**config.mk**
```make
export PLATFORM = sky130hd
export DESIGN_NAME = scc_ram
export DESIGN_NICKNAME = d
export VERILOG_FILES = /design/src/rtl/core/scc_ram.sv
export SDC_FILE = /design/constraint.sdc
export NUM_CORES = 1
export LEC_CHECK = 0
export BUFFER_PORTS_ARGS = -buffer_cell sky130_fd_sc_hd__clkbuf_2
export CAP_MARGIN = 20
export CORE_MARGIN = 1
export CORE_UTILIZATION = 35
export DETAILED_ROUTE_END_ITERATION = 6
export GPL_TIMING_DRIVEN = 0
export PLACE_DENSITY_LB_ADDON = 0.1
export SETUP_SLACK_MARGIN = 0.15
export SLEW_MARGIN = 10
export SYNTH_ARGS = -nofsm -noshare
export SYNTH_HDL_FRONTEND = slang
export SYNTH_SLANG_ARGS = --single-unit
```
**constraint.sdc**
```tcl
create_clock -name clk -period 2.91 [get_ports clk]
set_clock_uncertainty 0.2 [all_clocks]
set_input_delay 0.4365 -clock clk [delete_from_list [all_inputs] [get_ports clk]]
set_output_delay 0.4365 -clock clk [all_outputs]
set_load 0.01 [all_outputs]
```
**src/rtl/core/scc_ram.sv**
```systemverilog
module scc_ram #(
	parameter int unsigned WIDTH = 8,
	parameter int unsigned DEPTH = 16
) (
	input  logic                     clk,
	input  logic                     we,
	input  logic [$clog2(DEPTH)-1:0] waddr,
	input  logic [WIDTH-1:0]         wdata,
	input  logic [$clog2(DEPTH)-1:0] raddr,
	output logic [WIDTH-1:0]         rdata
);

	logic [WIDTH-1:0] mem [DEPTH];

	always_ff @(posedge clk) begin
		if (we) begin
			mem[waddr] <= wdata;
		end
		rdata <= mem[raddr];
	end

endmodule

```
==> flow_metrics.tcl <==
set metrics [dict create \
    grt_pass1_vias 2391 \
    fmax_ghz 0.509 \
    tns_ps 0 \
    grt_overflow_total 0 \
    final_area_sq_um 6080 \
    grt_pass1_wl_mm 15.7 \
    clockBufferDepth 2 \
    wl_mm 10.7 \
    holdPathStages 1 \
    dpl-instance-area_sq_um 5520 \
    grt_max_degree 17 \
    synthXorXnorAreaFrac_pct 0 \
    area_delta_synth_final_pct 18.2 \
    synth_nets 247 \
    clk_pin_slew_worst_paths_ps 50 \
    die-area_sq_um 15200 \
    cts_made_buffers 17 \
    routabilityCongestion 0.654 \
    fp.dieH_um 123 \
    boundaryPins 26 \
    cts_resized 0 \
    slew_headroom_pct 39.6 \
    multiInputGateArea_sq_um 1070 \
    wl_per_cell_um 22.9 \
    postCtsHoldBufs 0 \
    synth_edf_count 128 \
    ant_nets 0 \
    synth_compound_area_share_pct 2.33 \
    fin_crit_ps 1960 \
    synth_top_family_by_area "multiplexers" \
    setup_viol 0 \
    port_buffers 24 \
    fin_nets 292 \
    yosysWarnings 0 \
    highest_layer "met4" \
    maxSlewViolCount 0 \
    netlist_instances 229 \
    dp_hpwl_mm 6.78 \
    tritoncts "yes" \
    synthMuxAreaShare_pct 15.0 \
    avgSynthCellArea_sq_um 22.5 \
    critical-path-max-stage-delay_ps 710 \
    worstSetupStartpointType "input port" \
    combPwrFrac_pct 4.9 \
    fillCellCount 1243 \
    vias 2364 \
    vias_per_cell 5.06 \
    status "finished, final reports clean" \
    track_usage_pct 15.7 \
    hold_path.class "input port to flip-flop" \
    initial_utilization_pct 36.5 \
    drive_gt1_share_pct 30.0 \
    synth_cell_type_count 19 \
    cts_htree_levels 4 \
    powerDensity_nw_per_um2 733 \
    p_leak_nw 2.04 \
    async_flop_share_pct 0 \
    row_count 43 \
    cp_slowest_cell "nor2_1" \
    worstPathRequired_ps 2740 \
    endpoint_kind "flip-flop" \
    ff_latch_area_sq_um 4000 \
    finalHoldViolCount 0 \
    drtIter0Drc 132 \
    ys.flop_type "edfxtp_1" \
    power.switching_mw 0.887 \
    post-cts-setup-buffer-count 0 \
    root_buffer "clkbuf_16" \
    detail_route.first_pass.iterations 5 \
    crit_fanout 8 \
    crit_arrival_ps 1790 \
    rsz0062_at_grt "no" \
    cts_sinks 136 \
    die-width_um 123 \
    netlist_area_sq_um 5150 \
    switching_share_pct 19.9 \
    rr_worst_depth 3 \
    synthAdderAreaFrac_pct 0 \
    route.met3.wl_um 427 \
    finalCritPeriodShare_pct 67.5 \
    p_int_mw 3.57 \
    wl_met2_mm 5.07 \
    cp_cell_sequence "clkbuf_2 > or3b_2 > nor2_1" \
    ir_worst_vdd_mv 0.423 \
    cap_violations 0 \
    drc 0 \
    worst-slew-pin-transition_ps 903 \
    grt_antenna_before_repair 0 \
    pwr-share-clk_pct 45.7 \
    power_frac_seq_pct 49.4 \
    synth-seq-cells 136 \
    yosysSeqAreaShare_pct 77.8 \
    antenna_cells 0 \
    synth_simple_gate_area_share_pct 3.18 \
    wl_met1_mm 5.14 \
    path_class "input port to flip-flop" \
    fin_util_pct 43.1 \
    core-area_sq_um 14100 \
    clk_latency_ps 400 \
]
==> routing by layer <==
metal	vias up	global-route usage, %
li1	1063	-
met1	1231	22.5
met2	64	23.1
met3	6	3.92
met4	0	5.65
met5	-	0
==> cell usage after synthesis (2+ instances only) <==
library cell | instances | area share (%)
edfxtp_1 | 128 | 75
a22oi_1 | 16 | 2.3
nor2_1 | 13 | 0.95
mux4_1 | 14 | 7.1
nand2b_1 | 2 | 0.24
nand3b_1 | 2 | 0.29
mux4_2 | 18 | 7.9
nor3_1 | 4 | 0.39
dfxtp_1 | 8 | 3.1
clkdlybuf4s25_2 | 3 | 0.58
buf_6 | 3 | 0.66
nand2_1 | 9 | 0.66
buf_2 | 3 | 0.29
==> flip-flops by register name, summed over array words and instances (netlist names) <==
name	count
mem	128
rdata	8
==> power by group through the flow <==
stage	Combinational, mW	Sequential, mW	Clock [mW]
2_1_floorplan	0.111	2.25	0
3_3_place_gp	0.220	2.24	0
3_5_place_dp	0.224	2.24	0
4_1_cts	0.225	2.20	2.08
5_1_grt	0.236	2.21	2.17
6_report	0.218	2.20	2.04
==> worst max-delay path, delay by kind of cell <==
family                 cells  cell delay (ps)
AND/OR/NAND/NOR            2             1250
buffers and inverters      1              100
==> final timing paths <==
path,slack [ps],end,from
max,950,mem[2][0],waddr[2]
min,300,mem[7][6],wdata[6]
max reg2reg,1330,rdata[0],mem[15][0]
min reg2reg,470,rdata[5],mem[8][5]
==> per-stage QoR <==
step / hold WS (ps) / setup slack (ps) / total power, mW / instances
floorplan: 335 / 781 / 2.36 / 229
global placement: 462 / 115 / 2.46 / 433
detailed placement: 461 / 514 / 2.47 / 435
CTS: 291 / 945 / 4.51 / 467
global route: 308 / 903 / 4.61 / 467
finish: 302 / 947 / 4.46 / 467
==> final cells by class <==
class / count / share of cell area, %
clock buffer: 22 / 7.63
timing repair buffer: 26 / 2.18
buffer: 10 / 1.42
sequential: 136 / 65.8
tap: 180 / 3.70
clock inverter: 10 / 1.69
multi-input combinational: 83 / 17.5
==> cells in the final DEF, fill, tap and decap left out, drive strengths merged <==
| cell | n |
|---|---|
| a22oi | 16 |
| nor2b | 1 |
| clkdlybuf4s25 | 3 |
| clkbuf | 46 |
| dfxtp | 8 |
| bufinv | 2 |
| nor2 | 13 |
| nand2b | 2 |
| and2 | 1 |
| clkinvlp | 1 |
| nand3b | 2 |
| mux4 | 32 |
| edfxtp | 128 |
| nand2 | 9 |
| and2b | 1 |
| buf | 9 |
| or3b | 1 |
| clkinv | 7 |
| nor3 | 4 |
| nand3 | 1 |
==> kinds of logic (layout without fill, tap and decap cells) <==
kind of cell | after synthesis | count (layout)
AO/OA/AOI/OAI | 16 | 16
buffers and inverters | 10 | 68
flip-flops | 136 | 136
multiplexers | 32 | 32
AND/OR/NAND/NOR | 35 | 35
Note: power is estimated with default switching activity, not from simulation.
